<file path="src/hw/rtl/kxb64_pkg.sv">
package kxb64_pkg;

   // Field widths fixed by the register and stream formats
   localparam int KEY_LEN_W  = 5;
   localparam int KEY_WORD_W = 64;
   localparam int BYTE_W     = 8;
   localparam int CHARS_MAX  = 4;

   localparam logic [BYTE_W-1:0] PAD_CHAR = 8'h3D;  // '='

   typedef enum logic [1:0] {
      CSR_KEY_LENGTH = 2'd0,
      CSR_KEY_LOW    = 2'd1,
      CSR_KEY_HIGH   = 2'd2
   } csr_index_type;

   // Bytes already taken into the current 3-byte group
   typedef enum logic [1:0] {
      PH_0 = 2'd0,
      PH_1 = 2'd1,
      PH_2 = 2'd2
   } phase_type;

   // Characters produced by one byte, emitted chars[0] first
   typedef struct packed {
      logic [CHARS_MAX-1:0][BYTE_W-1:0] chars;
      logic [1:0]                       last_idx;
      logic                             eom;
   } bundle_type;

   // Standard base64 alphabet
   function automatic logic [BYTE_W-1:0] b64_char(input logic [5:0] v);
      logic [BYTE_W-1:0] v8;
      logic [BYTE_W-1:0] ch;
      v8 = {2'b00, v};
      if (v < 6'd26) begin
         ch = 8'h41 + v8;
      end else if (v < 6'd52) begin
         ch = 8'h61 + v8 - 8'd26;
      end else if (v < 6'd62) begin
         ch = 8'h30 + v8 - 8'd52;
      end else if (v == 6'd62) begin
         ch = 8'h2B;
      end else begin
         ch = 8'h2F;
      end
      return ch;
   endfunction

endpackage

</file>
<file path="src/hw/rtl/keyed_xor_base64_encoder.sv">
// Repeating-key XOR followed by streaming base64 encoding.
// Request channel (req_valid / req_stall): one message byte per transaction,
// req_end_of_message marks the final byte of a message.
// Response channel (rsp_valid / rsp_stall): one ASCII character per
// transaction; rsp_last_char flags the final character of a message,
// padding '=' included.
// Config port (csr_wr_en / csr_index / csr_wdata): 0 key length, 1 key
// bytes 0..7, 2 key bytes 8..15. Write only while the block is idle.
// Data path: an accepted byte lands in the input register, is encoded
// into the character register once that register is free, and its first
// character is then offered on the response port.
// Throughput: one character per cycle while rsp_stall is low; a byte
// yields 1 or 2 characters mid-message, up to 4 on the last byte, about
// 1.33 on average. The single character output port sets this.
// Reset (synchronous): key length 1, key zero, position and group phase
// zero, both stages empty.
// Stalls: a stalled response holds its character; the input register
// keeps taking one byte, then req_stall rises until the character
// register drains.
module keyed_xor_base64_encoder #(
   parameter int KEY_MAX = 16
) (
   input  logic        clock,
   input  logic        reset,
   input  logic        req_valid,
   output logic        req_stall,
   input  logic [7:0]  req_data_byte,
   input  logic        req_end_of_message,
   output logic        rsp_valid,
   input  logic        rsp_stall,
   output logic [7:0]  rsp_out_char,
   output logic        rsp_last_char,
   input  logic        csr_wr_en,
   input  logic [1:0]  csr_index,
   input  logic [63:0] csr_wdata
);

   localparam int POS_W = (KEY_MAX > 1) ? $clog2(KEY_MAX) : 1;
   localparam logic [kxb64_pkg::KEY_LEN_W-1:0] KEY_MAX_L = kxb64_pkg::KEY_LEN_W'(KEY_MAX);

   // Configuration
   logic [kxb64_pkg::KEY_LEN_W-1:0] key_len_ff;
   logic [KEY_MAX-1:0][7:0]         key_ff;

   // Encoder state
   logic [POS_W-1:0]     pos_ff, pos_in;
   kxb64_pkg::phase_type phase_ff, phase_in;
   logic [3:0]           left_ff, left_in;

   // Input register
   logic       in_valid_ff, in_valid_in;
   logic [7:0] in_byte_ff;
   logic       in_eom_ff;

   // Character register
   logic                  bund_valid_ff, bund_valid_in;
   kxb64_pkg::bundle_type bund_ff, bund_in;
   logic [1:0]            idx_ff, idx_in;

   logic req_take, rsp_take, bund_done, bund_free, move;
   logic [kxb64_pkg::KEY_LEN_W-1:0] len_eff, pos_ext, pos_inc;
   logic [POS_W-1:0] pos_use;

   // ---------------- config writes ----------------
   always_ff @(posedge clock) begin
      if (reset) begin
         key_len_ff <= kxb64_pkg::KEY_LEN_W'(1);
      end else if (csr_wr_en && csr_index == kxb64_pkg::CSR_KEY_LENGTH) begin
         key_len_ff <= csr_wdata[kxb64_pkg::KEY_LEN_W-1:0];
      end
   end

   for (genvar g = 0; g < KEY_MAX; g++) begin : g_key
      localparam int LANE = g % 8;
      localparam kxb64_pkg::csr_index_type SEL =
         (g < 8) ? kxb64_pkg::CSR_KEY_LOW : kxb64_pkg::CSR_KEY_HIGH;
      always_ff @(posedge clock) begin
         if (reset) begin
            key_ff[g] <= 8'd0;
         end else if (csr_wr_en && csr_index == SEL) begin
            key_ff[g] <= csr_wdata[8*LANE +: 8];
         end
      end
   end

   // ---------------- key position ----------------
   // zero length acts as one, anything above the key size saturates
   always_comb begin
      if (key_len_ff == '0) begin
         len_eff = kxb64_pkg::KEY_LEN_W'(1);
      end else if (key_len_ff > KEY_MAX_L) begin
         len_eff = KEY_MAX_L;
      end else begin
         len_eff = key_len_ff;
      end
      // a length lowered under the position wraps it first
      pos_ext = kxb64_pkg::KEY_LEN_W'(pos_ff);
      pos_use = (pos_ext >= len_eff) ? '0 : pos_ff;
      pos_inc = kxb64_pkg::KEY_LEN_W'(pos_use) + kxb64_pkg::KEY_LEN_W'(1);
   end

   // ---------------- handshake ----------------
   assign rsp_valid  = bund_valid_ff;
   assign rsp_take   = bund_valid_ff && !rsp_stall;
   assign bund_done  = rsp_take && (idx_ff == bund_ff.last_idx);
   assign bund_free  = !bund_valid_ff || bund_done;
   assign move       = in_valid_ff && bund_free;
   assign req_stall  = in_valid_ff && !move;
   assign req_take   = req_valid && !req_stall;

   assign rsp_out_char  = bund_ff.chars[idx_ff];
   assign rsp_last_char = bund_ff.eom && (idx_ff == bund_ff.last_idx);

   // ---------------- encode ----------------
   kxb64_pkg::phase_type phase_enc;
   logic [3:0]           left_enc;

   kxb64_encode u_encode (
      .plain_byte (in_byte_ff),
      .key_byte   (key_ff[pos_use]),
      .eom        (in_eom_ff),
      .phase      (phase_ff),
      .left       (left_ff),
      .bundle     (bund_in),
      .phase_nxt  (phase_enc),
      .left_nxt   (left_enc)
   );

   always_comb begin
      in_valid_in   = in_valid_ff;
      bund_valid_in = bund_valid_ff;
      idx_in        = idx_ff;
      pos_in        = pos_ff;
      phase_in      = phase_ff;
      left_in       = left_ff;
      if (move) begin
         in_valid_in   = 1'b0;
         bund_valid_in = 1'b1;
         idx_in        = 2'd0;
         phase_in      = phase_enc;
         left_in       = left_enc;
         if (in_eom_ff || pos_inc >= len_eff) begin
            pos_in = '0;
         end else begin
            pos_in = pos_inc[POS_W-1:0];
         end
      end else begin
         if (bund_done) begin
            bund_valid_in = 1'b0;
         end else if (rsp_take) begin
            idx_in = idx_ff + 2'd1;
         end
      end
      if (req_take) begin
         in_valid_in = 1'b1;
      end
   end

   always_ff @(posedge clock) begin
      if (reset) begin
         in_valid_ff   <= 1'b0;
         bund_valid_ff <= 1'b0;
         idx_ff        <= 2'd0;
         pos_ff        <= '0;
         phase_ff      <= kxb64_pkg::PH_0;
         left_ff       <= 4'd0;
      end else begin
         in_valid_ff   <= in_valid_in;
         bund_valid_ff <= bund_valid_in;
         idx_ff        <= idx_in;
         pos_ff        <= pos_in;
         phase_ff      <= phase_in;
         left_ff       <= left_in;
      end
   end

   // payload registers
   always_ff @(posedge clock) begin
      if (req_take) begin
         in_byte_ff <= req_data_byte;
         in_eom_ff  <= req_end_of_message;
      end
      if (move) begin
         bund_ff <= bund_in;
      end
   end

   // ---------------- assertions ----------------
   // the character pointer never runs past the byte's last character
   a_idx_range: assert property (@(posedge clock) disable iff (reset)
      bund_valid_ff |-> idx_ff <= bund_ff.last_idx)
      else $error("character index past end of bundle");

   // padding only appears on the final byte of a message
   a_pad_eom: assert property (@(posedge clock) disable iff (reset)
      rsp_valid && rsp_out_char == kxb64_pkg::PAD_CHAR |-> bund_ff.eom)
      else $error("padding outside end of message");

   // when the last character leaves, the encoder state is already cleared
   a_state_clear: assert property (@(posedge clock) disable iff (reset)
      rsp_take && rsp_last_char |->
         phase_ff == kxb64_pkg::PH_0 && pos_ff == '0 && left_ff == 4'd0)
      else $error("encoder state not cleared at end of message");

endmodule

</file>
<file path="src/hw/rtl/kxb64_encode.sv">
module kxb64_encode (
   input  logic [kxb64_pkg::BYTE_W-1:0] plain_byte,
   input  logic [kxb64_pkg::BYTE_W-1:0] key_byte,
   input  logic                         eom,
   input  kxb64_pkg::phase_type         phase,
   input  logic [3:0]                   left,
   output kxb64_pkg::bundle_type        bundle,
   output kxb64_pkg::phase_type         phase_nxt,
   output logic [3:0]                   left_nxt
);

   logic [kxb64_pkg::BYTE_W-1:0] b;

   assign b = plain_byte ^ key_byte;

   always_comb begin
      bundle.chars    = {kxb64_pkg::CHARS_MAX{kxb64_pkg::PAD_CHAR}};
      bundle.eom      = eom;
      bundle.last_idx = 2'd0;
      phase_nxt       = kxb64_pkg::PH_0;
      left_nxt        = 4'd0;
      unique case (phase)
         kxb64_pkg::PH_1: begin
            bundle.chars[0] = kxb64_pkg::b64_char({left[1:0], b[7:4]});
            left_nxt        = b[3:0];
            phase_nxt       = kxb64_pkg::PH_2;
            if (eom) begin
               bundle.chars[1] = kxb64_pkg::b64_char({b[3:0], 2'b00});
               bundle.last_idx = 2'd2;
            end
         end
         kxb64_pkg::PH_2: begin
            bundle.chars[0] = kxb64_pkg::b64_char({left, b[7:6]});
            bundle.chars[1] = kxb64_pkg::b64_char(b[5:0]);
            bundle.last_idx = 2'd1;
         end
         default: begin
            // group start; the unused phase code behaves the same
            bundle.chars[0] = kxb64_pkg::b64_char(b[7:2]);
            left_nxt        = {2'b00, b[1:0]};
            phase_nxt       = kxb64_pkg::PH_1;
            if (eom) begin
               bundle.chars[1] = kxb64_pkg::b64_char({b[1:0], 4'b0000});
               bundle.last_idx = 2'd3;
            end
         end
      endcase
      // end of message closes the group
      if (eom) begin
         phase_nxt = kxb64_pkg::PH_0;
         left_nxt  = 4'd0;
      end
   end

endmodule

</file>
<file path="config.mk">
export PLATFORM = sky130hd
export DESIGN_NAME = keyed_xor_base64_encoder
export DESIGN_NICKNAME = d
export VERILOG_FILES = /design/src/hw/rtl/kxb64_pkg.sv /design/src/hw/rtl/keyed_xor_base64_encoder.sv /design/src/hw/rtl/kxb64_encode.sv
export SDC_FILE = /design/constraint.sdc
export NUM_CORES = 1
export LEC_CHECK = 0
export CAP_MARGIN = 5
export CORE_UTILIZATION = 58
export DETAILED_ROUTE_END_ITERATION = 12
export DONT_BUFFER_PORTS = 1
export PLACE_DENSITY = 0.85
export SYNTH_ARGS = -nofsm -noshare
export SYNTH_HDL_FRONTEND = slang
export SYNTH_HIERARCHICAL = 1
export SYNTH_SLANG_ARGS = --single-unit
export TNS_END_PERCENT = 1
</file>
<file path="constraint.sdc">
create_clock -name clock -period 3.95 [get_ports clock]
set_input_delay 0.395 -clock clock [delete_from_list [all_inputs] [get_ports clock]]
set_output_delay 0.395 -clock clock [all_outputs]
set_load 0.02 [all_outputs]
</file>
==> out/results.ini <==
[finish]
final_common_cell = nand2_1
seqCellArea_um2 = 4270
layout-drive-gt1-share = 0.178
final_cell_mix = nand2_1, a21oi_1, dfxtp_1, buf_4, edfxtp_1
nets = 1281
final_core_util = 0.669
fillers = 1304
fin_area_um2 = 11500
multiInputGateArea_um2 = 5660
area_growth_syn_to_layout_pct = 13.2
instances_no_fill = 1416

[global_route]
track_usage = 0.313
met3_usage = 0.0728
grt_use_met1 = 0.378
antenna_found_initial = 1
grt_pass1_wl_um = 43900
busiest_layer = met2
use_met2 = 0.530
grt_pass1_vias = 8416
overflow = 0
grt_max_degree = 146

[synth]
ys.flop_type = dfxtp_1
syn_area_um2 = 10200
avgSynthCellArea_um2 = 8.67
ys_warn_count = 6
synth.distinct_cells = 79
synthCells = 1176
synth-seq-cells = 191
async_flop_share = 0
synth_edf_count = 44
seq_area_frac_synth = 0.418

[critical_path]
cp_slowest_stage_delay_ns = 0.48
critical_path_class = reg2reg
critPathMaxFanout = 20
rr_startpoint = key_len_ff[1]
crit_top_cell = nor2_1
reg2reg_slack_ns = 0.08
ff2ff_path_depth = 17
cp-end-kind = flop
crit_buf_inv = 2
cp_top_family = compound AO/OA/AOI/OAI gates
r2r_end = bund_ff[3]
cp.required_ns = 4.14
worstPathCellList = nor3_2, nor2_1, nor2_1, ha_1, nand2b_4, a2111oi_4, buf_4, o21ai_2, o32ai_1, a21oi_4, xnor2_1, buf_12, nor2_4, o21ai_0, nor3_1, a21oi_1, mux2_2
crit_path_top_delay_cell = o32ai_1
crit_arrival_ns = 4.06
start_kind = flop

[placement]
place_area_um2 = 10600
port_buffers = 0
dp_slack_ns = 0.00780
routabilityCongestion = 0.937
dp_hpwl_um = 19200
place_inst = 1374

[hold_path]
worstHoldStart = reset
min_path_cells = 1
min_path_type = in2reg
min_delay_worst_endpoint = key_ff[23]

[timing]
finalSetupViolCount = 0
hold_viol = 0
finClkSkew_ns = 0.0150
fin_crit_sh = 0.981
max_freq_ghz = 0.258
relSlewSlack = 0.352
rsz0062_at_grt = yes
whs_ns = 0.0254
worst_pin_slew_ns = 0.968
fin_crit_ns = 3.87
finalMaxSlewViolations = 0
setup-tns-final_ns = 0
fin_ws_ns = 0.0758

[route]
drt_iter0_markers = 990
ant_nets = 0
wl_um = 28100
via_per_inst = 6.25
route.vias.total = 8853
dr.pass1.iters = 7
drc_errors = 0
wl_per_cell_um = 19.9

[floorplan]
io_pins = 91
core-area_um2 = 17200
rows = 48
die_w_um = 135
die_y_um = 135
die_area_um2 = 18100
initial_core_util = 0.591

[clocking]
clockRootBuffer = clkbuf_16
cts_tree = built
cts_sinks = 191
clk_latency_ns = 0.44
cts_buffer_depth = 2
htreeDepth = 4
clk_pin_slew_ns = 0.07
cts_made_buffers = 17

[power]
power_mw = 4.49
power_density_nw_per_um2 = 389
p_leak_nw = 4.00
ir_drop_v = 0.000318

[run_status]
run_status = complete, no violations

[job]
maxCapViolations = 0

## cells in the mapped netlist, drive strengths merged, types with 9 or more instances
cell	n	share of area
a21oi	178	0.087
a2bb2oi	9	0.0077
a31oi	16	0.010
buf	48	0.029
clkbuf	56	0.021
dfxtp	147	0.29
edfxtp	44	0.13
ha	24	0.029
inv	26	0.0096
mux2	14	0.015
mux2i	12	0.012
mux4	32	0.071
nand2	304	0.11
nand3	12	0.0059
nor2	47	0.018
nor3	18	0.0093
o21ai	29	0.015
o22ai	11	0.0068
xnor2	21	0.019
xor2	9	0.0099
## power by group
part | switching [mW] | internal (mW)
registers | 0.0495 | 2.08
logic | 0.350 | 0.252
clock network | 0.843 | 0.919
total | 1.24 | 3.25
## final cells by class
class	count	share of cell area
multi-input cells	869	0.491
flip-flops and latches	191	0.370
repair buffers	71	0.0523
clock buffers	20	0.0414
well taps	225	0.0244
clock inverters	12	0.0124
inverters	27	0.00878
diodes	1	0.000217
## flip-flops by register name, indices dropped and copies added, names as in the netlist
signal       flops
in_valid_ff      1
left_ff          4
in_byte_ff       8
phase_ff         2
idx_ff           2
key_ff         128
in_eom_ff        1
rsp_valid        1
key_len_ff       5
bund_ff         35
pos_ff           4
## repair_timing
item	4_1_cts	5_1_grt
buffers inserted	0	6
setup endpoints to repair	1	17
gates cloned	0	2
resized for setup	1	53
endpoints found under the hold margin	0	1
hold buffers	0	1
pin swaps	0	19
## worst max-delay path by stage
stage                  start           to  slack, ns  cells past startpoint
6_report       key_len_ff[1]   bund_ff[3]       0.08                     17
5_1_grt        key_len_ff[1]   bund_ff[4]      -0.09                     17
4_1_cts        key_len_ff[1]   bund_ff[7]       0.01                     16
3_5_place_dp   key_len_ff[1]  bund_ff[13]      0.008                     18
3_3_place_gp   key_len_ff[1]   bund_ff[3]       0.03                     16
2_1_floorplan      pos_ff[0]   bund_ff[4]       0.02                     17
## cells by family after synthesis
kind of cell / Yosys count / synth area share
AO/OA/AOI/OAI: 310 / 0.186
XOR/XNOR: 30 / 0.0287
adder cells (fa/ha/maj): 24 / 0.0295
buffers and inverters: 131 / 0.0600
flip-flops: 191 / 0.418
multiplexers: 58 / 0.0979
other: 2 / 0.000737
AND/OR/NAND/NOR: 430 / 0.179
## routing by layer
metal / vias up / share of wire
met3: 73 / 0.080
met5: - / 0
met1: 4218 / 0.39
met4: 0 / 0.036
met2: 435 / 0.50
li1: 4127 / -
(Power assumes the default switching activity.)
